[src/hw/rtl/kea_pkg.sv]
// ----------------------------------------------------------------------------
// kea_pkg
// Shared types, constants, keymap ROM and helpers for the keyboard event
// autorepeat block.
// ----------------------------------------------------------------------------
package kea_pkg;

  localparam int KEY_W       = 64;
  localparam int KEY_COUNT   = 64;
  localparam int IDX_W       = 6;
  localparam int EV_W        = 8;
  localparam int DELAY_W     = 10;
  localparam int CFG_IDX_W   = 1;

  localparam logic [KEY_W-1:0] KEY_MASK = {KEY_W{1'b1}} >> (KEY_W - KEY_COUNT);
  localparam logic [DELAY_W-1:0] TICK_MAX = {DELAY_W{1'b1}};

  // configuration register indexes
  localparam logic [CFG_IDX_W-1:0] REG_FIRST_DELAY = 1'd0;
  localparam logic [CFG_IDX_W-1:0] REG_NEXT_DELAY  = 1'd1;

  localparam logic [DELAY_W-1:0] FIRST_DELAY_RST = 10'd20;
  localparam logic [DELAY_W-1:0] NEXT_DELAY_RST  = 10'd5;

  // event codes with special handling
  localparam logic [EV_W-1:0] EV_NONE      = 8'd0;
  localparam logic [EV_W-1:0] EV_BACKSPACE = 8'd2;
  localparam logic [EV_W-1:0] EV_RIGHT     = 8'd10;
  localparam logic [EV_W-1:0] EV_UP        = 8'd21;
  localparam logic [EV_W-1:0] EV_DOWN      = 8'd26;
  localparam logic [EV_W-1:0] EV_LEFT      = 8'd35;
  localparam logic [EV_W-1:0] EV_LPAREN    = 8'd38;
  localparam logic [EV_W-1:0] EV_LBRACKET  = 8'd45;
  localparam logic [EV_W-1:0] EV_LBRACE    = 8'd50;
  localparam logic [EV_W-1:0] EV_RPAREN    = 8'd111;
  localparam logic [EV_W-1:0] EV_RBRACE    = 8'd112;
  localparam logic [EV_W-1:0] EV_RBRACKET  = 8'd113;

  typedef struct packed {
    logic [EV_W-1:0]  event_code;
    logic [IDX_W-1:0] key_index;
    logic             from_repeat;
    logic             last;
  } result_t;

  // row select: bit 0 shift, bit 1 alpha
  localparam logic [EV_W-1:0] KEYMAP [4][64] = '{
    '{8'd0,8'd1,8'd2,8'd0,8'd0,8'd3,8'd4,8'd5, 8'd0,8'd6,8'd7,8'd8,8'd0,8'd0,8'd9,8'd10,
      8'd0,8'd11,8'd0,8'd12,8'd0,8'd0,8'd13,8'd0, 8'd0,8'd14,8'd15,8'd16,8'd17,8'd0,8'd18,8'd0,
      8'd0,8'd19,8'd0,8'd20,8'd0,8'd21,8'd22,8'd0, 8'd0,8'd23,8'd24,8'd25,8'd26,8'd27,8'd28,8'd0,
      8'd0,8'd29,8'd30,8'd31,8'd32,8'd33,8'd34,8'd0, 8'd0,8'd35,8'd36,8'd37,8'd38,8'd0,8'd39,8'd0},
    '{8'd0,8'd40,8'd41,8'd0,8'd0,8'd42,8'd43,8'd5, 8'd0,8'd0,8'd0,8'd44,8'd0,8'd0,8'd45,8'd10,
      8'd0,8'd0,8'd0,8'd0,8'd0,8'd0,8'd0,8'd0, 8'd0,8'd0,8'd15,8'd46,8'd17,8'd0,8'd47,8'd0,
      8'd0,8'd0,8'd48,8'd49,8'd0,8'd21,8'd50,8'd0, 8'd0,8'd51,8'd0,8'd52,8'd26,8'd0,8'd0,8'd0,
      8'd0,8'd53,8'd54,8'd31,8'd32,8'd55,8'd0,8'd0, 8'd0,8'd35,8'd0,8'd0,8'd0,8'd0,8'd56,8'd0},
    '{8'd0,8'd57,8'd2,8'd58,8'd0,8'd59,8'd60,8'd5, 8'd0,8'd48,8'd61,8'd62,8'd0,8'd0,8'd63,8'd10,
      8'd0,8'd64,8'd65,8'd66,8'd0,8'd0,8'd67,8'd0, 8'd0,8'd68,8'd15,8'd69,8'd17,8'd0,8'd70,8'd0,
      8'd0,8'd71,8'd72,8'd73,8'd0,8'd21,8'd74,8'd0, 8'd0,8'd75,8'd76,8'd77,8'd26,8'd78,8'd79,8'd0,
      8'd0,8'd0,8'd80,8'd31,8'd32,8'd33,8'd0,8'd0, 8'd0,8'd35,8'd81,8'd82,8'd83,8'd0,8'd84,8'd0},
    '{8'd0,8'd85,8'd2,8'd86,8'd0,8'd87,8'd88,8'd5, 8'd0,8'd48,8'd89,8'd90,8'd0,8'd0,8'd91,8'd10,
      8'd0,8'd92,8'd93,8'd94,8'd0,8'd0,8'd95,8'd0, 8'd0,8'd96,8'd15,8'd97,8'd17,8'd0,8'd98,8'd0,
      8'd0,8'd71,8'd99,8'd100,8'd0,8'd21,8'd101,8'd0, 8'd0,8'd75,8'd102,8'd103,8'd26,8'd104,8'd105,8'd0,
      8'd0,8'd53,8'd106,8'd31,8'd32,8'd55,8'd0,8'd0, 8'd0,8'd35,8'd107,8'd108,8'd109,8'd0,8'd110,8'd0}
  };

  // arrows and backspace auto-repeat
  function automatic logic repeatable(input logic [EV_W-1:0] ev);
    return (ev == EV_LEFT) || (ev == EV_UP) || (ev == EV_DOWN) ||
           (ev == EV_RIGHT) || (ev == EV_BACKSPACE);
  endfunction

  // closing partner of an opening bracket, EV_NONE otherwise
  function automatic logic [EV_W-1:0] partner_of(input logic [EV_W-1:0] ev);
    logic [EV_W-1:0] p;
    p = EV_NONE;
    if (ev == EV_LPAREN)   p = EV_RPAREN;
    if (ev == EV_LBRACE)   p = EV_RBRACE;
    if (ev == EV_LBRACKET) p = EV_RBRACKET;
    return p;
  endfunction

  // index of the lowest set bit; isolate it, then encode the one-hot word
  function automatic logic [IDX_W-1:0] lowest_index(input logic [KEY_W-1:0] v);
    logic [KEY_W-1:0] onehot;
    logic [IDX_W-1:0] idx;
    onehot = v & (~v + {{(KEY_W-1){1'b0}}, 1'b1});
    idx    = '0;
    for (int k = 0; k < KEY_W; k++) begin
      if (onehot[k]) idx = idx | IDX_W'(k);
    end
    return idx;
  endfunction

endpackage

[src/hw/rtl/keyboard_event_autorepeat.sv]
// ----------------------------------------------------------------------------
// keyboard_event_autorepeat
// Key matrix scan decoder with keymap lookup, closing-bracket stacking and
// typematic repeat of arrows and backspace.
// ----------------------------------------------------------------------------
// One request per scan tick carries the 64-bit key word and the shift/alpha
// flags. The request is taken into an input register and processed from it:
// the lowest key that went from up to down is found, looked up in the
// 4x64 keymap ROM, and the resulting event (plus a closing partner for a left
// parenthesis, brace or bracket) is pushed into a four-entry result queue.
// With no fresh event, an arrow or backspace held with the key word unchanged
// repeats after first_repeat_delay ticks and then every next_repeat_delay
// ticks. A new request is accepted every cycle while the queue holds at most
// two results, so ticks stream at one per cycle; ticks producing two results
// are limited by the output side draining one result per cycle. The tick
// counter saturates at 1023. Configuration is written through cfg_write /
// cfg_index / cfg_data, by the user, while the block is idle (not enforced).
// ----------------------------------------------------------------------------
module keyboard_event_autorepeat (
  input  logic                                clk,
  input  logic                                rst,
  // configuration
  input  logic                                cfg_write,
  input  logic [kea_pkg::CFG_IDX_W-1:0]       cfg_index,
  input  logic [kea_pkg::DELAY_W-1:0]         cfg_data,
  // scan tick requests
  input  logic                                in_valid,
  output logic                                in_ready,
  input  logic [kea_pkg::KEY_W-1:0]           key_state,
  input  logic                                shift_active,
  input  logic                                alpha_active,
  // event results
  output logic                                out_valid,
  input  logic                                out_ready,
  output logic [kea_pkg::EV_W-1:0]            event_code,
  output logic [kea_pkg::IDX_W-1:0]           key_index,
  output logic                                from_repeat,
  output logic                                last
);

  // configuration registers
  logic [kea_pkg::DELAY_W-1:0] first_repeat_delay;
  logic [kea_pkg::DELAY_W-1:0] next_repeat_delay;

  // input register
  logic                        s1_valid;
  logic [kea_pkg::KEY_W-1:0]   s1_key;
  logic [1:0]                  s1_sel;

  // scan state
  logic [kea_pkg::KEY_W-1:0]   seen_up_mask, seen_up_mask_next;
  logic [kea_pkg::DELAY_W-1:0] ticks_waited, ticks_waited_next;
  logic [kea_pkg::EV_W-1:0]    held_event, held_event_next;
  logic [kea_pkg::IDX_W-1:0]   held_key_index, held_key_index_next;
  logic [kea_pkg::KEY_W-1:0]   held_key_state, held_key_state_next;
  logic                        repeat_running, repeat_running_next;

  // result queue
  kea_pkg::result_t            fifo [4];
  logic [1:0]                  wr_ptr, rd_ptr;
  logic [2:0]                  count;

  // processing signals
  logic                        fire, pop;
  logic [kea_pkg::KEY_W-1:0]   ks, seen, fresh;
  logic [kea_pkg::IDX_W-1:0]   idx;
  logic [kea_pkg::EV_W-1:0]    ev, partner;
  logic [kea_pkg::DELAY_W-1:0] ticks_inc, delay;
  logic                        rr_cur, do_repeat;
  logic [1:0]                  push_n;
  kea_pkg::result_t            res0, res1;

  // a tick is processed only when the queue has room for two results
  assign fire     = s1_valid && (count <= 3'd2);
  assign in_ready = !s1_valid || fire;
  assign pop      = out_valid && out_ready;

  // ---------------------------------------------------------------- config
  always_ff @(posedge clk) begin
    if (rst) begin
      first_repeat_delay <= kea_pkg::FIRST_DELAY_RST;
      next_repeat_delay  <= kea_pkg::NEXT_DELAY_RST;
    end else if (cfg_write) begin
      case (cfg_index)
        kea_pkg::REG_FIRST_DELAY: first_repeat_delay <= cfg_data;
        kea_pkg::REG_NEXT_DELAY:  next_repeat_delay  <= cfg_data;
        default: ;
      endcase
    end
  end

  // ---------------------------------------------------------------- input reg
  always_ff @(posedge clk) begin
    if (rst) begin
      s1_valid <= 1'b0;
    end else if (in_ready) begin
      s1_valid <= in_valid;
    end
  end

  always_ff @(posedge clk) begin
    if (in_valid && in_ready) begin
      s1_key <= key_state;
      s1_sel <= {alpha_active, shift_active};
    end
  end

  // ---------------------------------------------------------------- tick logic
  always_comb begin
    ks        = s1_key & kea_pkg::KEY_MASK;
    seen      = (seen_up_mask | ~ks) & kea_pkg::KEY_MASK;
    fresh     = seen & ks;
    idx       = kea_pkg::lowest_index(fresh);
    ev        = kea_pkg::KEYMAP[s1_sel][idx];
    partner   = kea_pkg::partner_of(ev);
    ticks_inc = (ticks_waited == kea_pkg::TICK_MAX) ? ticks_waited
                                                    : ticks_waited + 1'b1;
    // any fresh key, mapped or not, stops the repeat run
    rr_cur    = (fresh != '0) ? 1'b0 : repeat_running;
    delay     = rr_cur ? next_repeat_delay : first_repeat_delay;
    do_repeat = kea_pkg::repeatable(held_event) && (ks == held_key_state) &&
                (ticks_inc >= delay);

    seen_up_mask_next   = seen;
    ticks_waited_next   = ticks_inc;
    held_event_next     = held_event;
    held_key_index_next = held_key_index;
    held_key_state_next = held_key_state;
    repeat_running_next = rr_cur;
    push_n              = 2'd0;
    res0                = '{event_code: ev, key_index: idx, from_repeat: 1'b0, last: 1'b1};
    res1                = '{event_code: partner, key_index: idx, from_repeat: 1'b1,
                            last: 1'b1};

    if ((fresh != '0) && (ev != kea_pkg::EV_NONE)) begin
      held_event_next     = ev;
      held_key_index_next = idx;
      held_key_state_next = ks;
      seen_up_mask_next   = '0;
      ticks_waited_next   = '0;
      if (partner != kea_pkg::EV_NONE) begin
        res0.last = 1'b0;
        push_n    = 2'd2;
      end else begin
        push_n    = 2'd1;
      end
    end else if (do_repeat) begin
      repeat_running_next = 1'b1;
      seen_up_mask_next   = '0;
      ticks_waited_next   = '0;
      res0 = '{event_code: held_event, key_index: held_key_index, from_repeat: 1'b1,
               last: 1'b1};
      push_n = 2'd1;
    end
  end

  always_ff @(posedge clk) begin
    if (rst) begin
      seen_up_mask   <= '0;
      ticks_waited   <= '0;
      held_event     <= kea_pkg::EV_NONE;
      held_key_index <= '0;
      held_key_state <= '0;
      repeat_running <= 1'b0;
    end else if (fire) begin
      seen_up_mask   <= seen_up_mask_next;
      ticks_waited   <= ticks_waited_next;
      held_event     <= held_event_next;
      held_key_index <= held_key_index_next;
      held_key_state <= held_key_state_next;
      repeat_running <= repeat_running_next;
    end
  end

  // ---------------------------------------------------------------- result queue
  always_ff @(posedge clk) begin
    if (fire && (push_n != 2'd0)) fifo[wr_ptr] <= res0;
    if (fire && (push_n == 2'd2)) fifo[wr_ptr + 2'd1] <= res1;
  end

  always_ff @(posedge clk) begin
    if (rst) begin
      wr_ptr <= '0;
      rd_ptr <= '0;
      count  <= '0;
    end else begin
      if (fire) wr_ptr <= wr_ptr + push_n;
      if (pop)  rd_ptr <= rd_ptr + 2'd1;
      count <= count + (fire ? {1'b0, push_n} : 3'd0) - {2'b00, pop};
    end
  end

  assign out_valid   = (count != 3'd0);
  assign event_code  = fifo[rd_ptr].event_code;
  assign key_index   = fifo[rd_ptr].key_index;
  assign from_repeat = fifo[rd_ptr].from_repeat;
  assign last        = fifo[rd_ptr].last;

  // ---------------------------------------------------------------- assertions
  a_count_bound: assert property (@(posedge clk) disable iff (rst)
    count <= 3'd4)
    else $error("result queue overflow");

  a_partner_pair: assert property (@(posedge clk) disable iff (rst)
    (fire && (push_n == 2'd2)) |-> (!res0.last && res1.last && res1.from_repeat))
    else $error("closing partner pair malformed");

  a_run_repeatable: assert property (@(posedge clk) disable iff (rst)
    repeat_running |-> kea_pkg::repeatable(held_event))
    else $error("repeat run on a non-repeating event");

  a_fire_room: assert property (@(posedge clk) disable iff (rst)
    (fire && (push_n != 2'd0)) |=> (count != 3'd0))
    else $error("pushed result not visible");

endmodule

[config.mk]
export PLATFORM = sky130hd
export DESIGN_NAME = keyboard_event_autorepeat
export DESIGN_NICKNAME = d
export VERILOG_FILES = /design/src/hw/rtl/kea_pkg.sv /design/src/hw/rtl/keyboard_event_autorepeat.sv
export SDC_FILE = /design/constraint.sdc
export NUM_CORES = 1
export LEC_CHECK = 0
export BUFFER_PORTS_ARGS = -buffer_cell sky130_fd_sc_hd__buf_2
export CORE_MARGIN = 2
export CORE_UTILIZATION = 30
export DETAILED_ROUTE_END_ITERATION = 12
export GPL_ROUTABILITY_DRIVEN = 0
export PLACE_DENSITY = 0.47
export SYNTH_ARGS = -nofsm -noshare
export SYNTH_HDL_FRONTEND = slang
export SYNTH_SLANG_ARGS = --single-unit
export TNS_END_PERCENT = 100
[constraint.sdc]
create_clock -name clk -period 11.1 [get_ports clk]
set_input_delay 1.11 -clock clk [delete_from_list [all_inputs] [get_ports clk]]
set_output_delay 1.11 -clock clk [all_outputs]
set_load 0.05 [all_outputs]
==> metrics.txt <==
Std-Cell Rows=85; Worst Path Max Fanout=28; first-pass GRT wire length=80.8 mm; Crit Path Class=reg -> reg; CTS Hold Bufs=0; area of the die=56,000 um2; Area after DPL=17,300 um2; DP HPWL=37.1 mm; # diodes=0; clk_lat worst skew=550 ps; Power Total=5.79 mW; Syn Inst Count=1,795; initial antenna violation count=0; CTS clock-pin slew for the worst setup and hold paths=60 ps; TritonCTS clock tree=yes; Setup TNS=0 ps; Inserted Clock Buffers=38; worst hold start=first_repeat_delay[7]$_SDFFE_PP0P_; met2 GRT Util=0.306; Seq/Total Area, Yosys=0.453; layout cells sized above 1=0.117; I/O pin cnt=100; CTS Buffer Depth=3; clk_skew=19.1 ps; Worst R2R Path Depth=21; CTS resizes=0; outcome=finished clean; worst hold stages=2; initial drt markers=1,380; Max Transition Viols Final=0; normalized max-slew margin=0.236; endpoints failing hold=0; largest net degree at the start of global routing=85; core area=53,600 um2; Worst Path Required=11,530 ps; layout net count=1,957; Tcrit/Tclk final=0.694; total setup buffers inserted after CTS=0; Root Driver=clkbuf_16; Buffers on Ports=98; met1 GRT Util=0.247; fin crit period=7710 ps; M3 GR Usage=0.0238; most frequent cells in the layout=323 x nor2_1, 190 x nand2_1, 190 x dfxtp_1, 118 x edfxtp_1, 97 x buf_2; drt first pass iters=6; TritonCTS Sinks=308; startpoint type of the worst setup path=register; PwrDens=313 nW/um2; CP Launch Point=ks[4]$_DFFE_PP_; hold_ws=451 ps; Main synth FF type=dfxtp_1; GRT Residual Overflow=0; Initial Util=0.303; Most Crowded Layer GR=met2; fmax=130 MHz; All-Layer GR Usage=0.184; number of remaining DRC errors=0; P&R area growth vs syn=13.7%; DRT antenna net count=0; count of flip-flops with a built-in enable after synthesis=118; Critical Path Sink Type=register; post-DR wirelength/cell=20.1 um; Mean Syn Cell Area=9.04 um2; worst path arrival time=8140 ps; routed via count=13,900; RSZ-0062 raised after global routing=false; via density per instance=5.40; vias in the first global route=13,400; fraction of registers with async set/reset=0; synth unique cells=97; die height=237 um; Peak VDD IR=0.163 mV; routed wire length=51.9 mm; Leakage=6.66 nW; commonest non-fill, non-tap cell in the layout=nor2_1; HP Class=reg -> reg; Yosys warning count=0; Net Count, Synth=1,897; RR Startpoint=ks[4]$_DFFE_PP_; CTS H-tree lvls=2; cell area after synthesis=16,200 um2; maxcap violations=0; final setup fails=0; Layout Cell Area excl Fill=18,500 um2; synthesized flop and latch total=308; die width=237 um; measured slew at the worst slew-check pin=1140 ps
==> per-layer routing <==
metal,share of wire,routed length [um]
met5,0,0
met4,0.030,1580
met3,0.046,2380
met2,0.47,24500
met1,0.45,23500
==> worst paths after layout <==
kind                                                      endpoint  slack (ps)
worst max-delay path                           count[2]$_SDFF_PP0_        3390
worst min-delay path            first_repeat_delay[7]$_SDFFE_PP0P_         450
worst max register to register                 count[2]$_SDFF_PP0_        3390
worst min register to register  first_repeat_delay[7]$_SDFFE_PP0P_         450
==> metrics by stage <==
| stage | util | setup WS (ps) | std cells |
|---|---|---|---|
| finish | 0.344 | 3390 | 2579 |
| floorplan | - | 5050 | 1795 |
| global placement | 0.322 | 3660 | 2511 |
| global route | 0.344 | 2820 | 2579 |
| CTS | 0.344 | 3440 | 2579 |
| detailed placement | 0.322 | 3460 | 2511 |
==> layout make-up <==
cell class,instances,area (um2)
Fill cell,5596,35100
Multi-Input combinational cell,1343,8250
Sequential cell,308,7350
Timing Repair Buffer,114,613
Inverter,50,188
Tap cell,696,871
Clock buffer,53,1050
Clock inverter,15,144
==> power breakdown <==
group          leakage [nW]  internal, mW  total (mW)  switching [mW]
combinational          3.48         0.955        3.02            2.06
clock                 0.570         0.710        1.20           0.490
sequential             2.61          1.39        1.57           0.172
==> sequential cells by signal (all words and copies together) (netlist names), named ones only <==
register            cells
rd_ptr                  2
wr_ptr                  2
repeat_running          1
fifo                   60
s1_valid                1
held_key_index          6
count                   3
first_repeat_delay     10
ticks_waited           10
ks                     64
next_repeat_delay      10
held_key_state         64
seen_up_mask           64
held_event              7
s1_sel                  2
==> logic make-up (layout without fill, tap and decap cells) <==
| logic type | Yosys count | count (layout) | synth area share |
|---|---|---|---|
| AO/OA/AOI/OAI | 419 | 419 | 0.181 |
| multiplexers | 81 | 81 | 0.0624 |
| AND/OR/NAND/NOR | 758 | 758 | 0.213 |
| buffers and inverters | 144 | 232 | 0.0401 |
| other | 1 | 1 | 0.000231 |
| adder cells (fa/ha/maj) | 20 | 20 | 0.0159 |
| flip-flops | 308 | 308 | 0.453 |
| XOR/XNOR | 64 | 64 | 0.0345 |
==> worst max-delay path, cell delays in order (launching register included) <==
cell and delay (ps):
edfxtp_1 470, a222oi_1 640, nand4_1 650, nor4_4 590
nand4_2 240, nor4b_2 380, or4_1 220, or2_1 850
nor2_1 340, a221oi_1 420, nor4_2 130, a41oi_1 510
mux4_2 430, a22oi_2 370, or2_2 200, nand2_1 50
ha_1 280, inv_1 40, ha_1 180, fa_1 380
xnor2_1 180, nor2_1 50
==> synth_stat cells (10+ instances only) <==
cell type | count | area (um2)
a21o_1 | 13 | 97.6
nand2_1 | 191 | 717
o21ai_0 | 48 | 240
xor2_1 | 27 | 236
nand3_1 | 58 | 290
a222oi_1 | 14 | 140
a22oi_1 | 25 | 188
and3_1 | 12 | 75.1
inv_1 | 49 | 184
a32oi_1 | 11 | 96.3
xnor2_1 | 37 | 324
o21ai_1 | 10 | 50.1
nand4_1 | 39 | 244
buf_1 | 10 | 37.5
dfxtp_1 | 190 | 3800
ha_1 | 19 | 238
edfxtp_1 | 118 | 3540
o211ai_1 | 23 | 173
a21oi_1 | 95 | 475
mux2i_1 | 63 | 631
a31oi_1 | 10 | 62.6
buf_2 | 21 | 105
or3_1 | 14 | 87.6
nor4_1 | 20 | 125
o22ai_1 | 34 | 213
and2_1 | 17 | 106
mux4_2 | 16 | 360
a211oi_1 | 20 | 150
nor3_1 | 31 | 155
nor2_1 | 323 | 1210
clkbuf_1 | 49 | 184
Power figures use the tool's default switching activity.
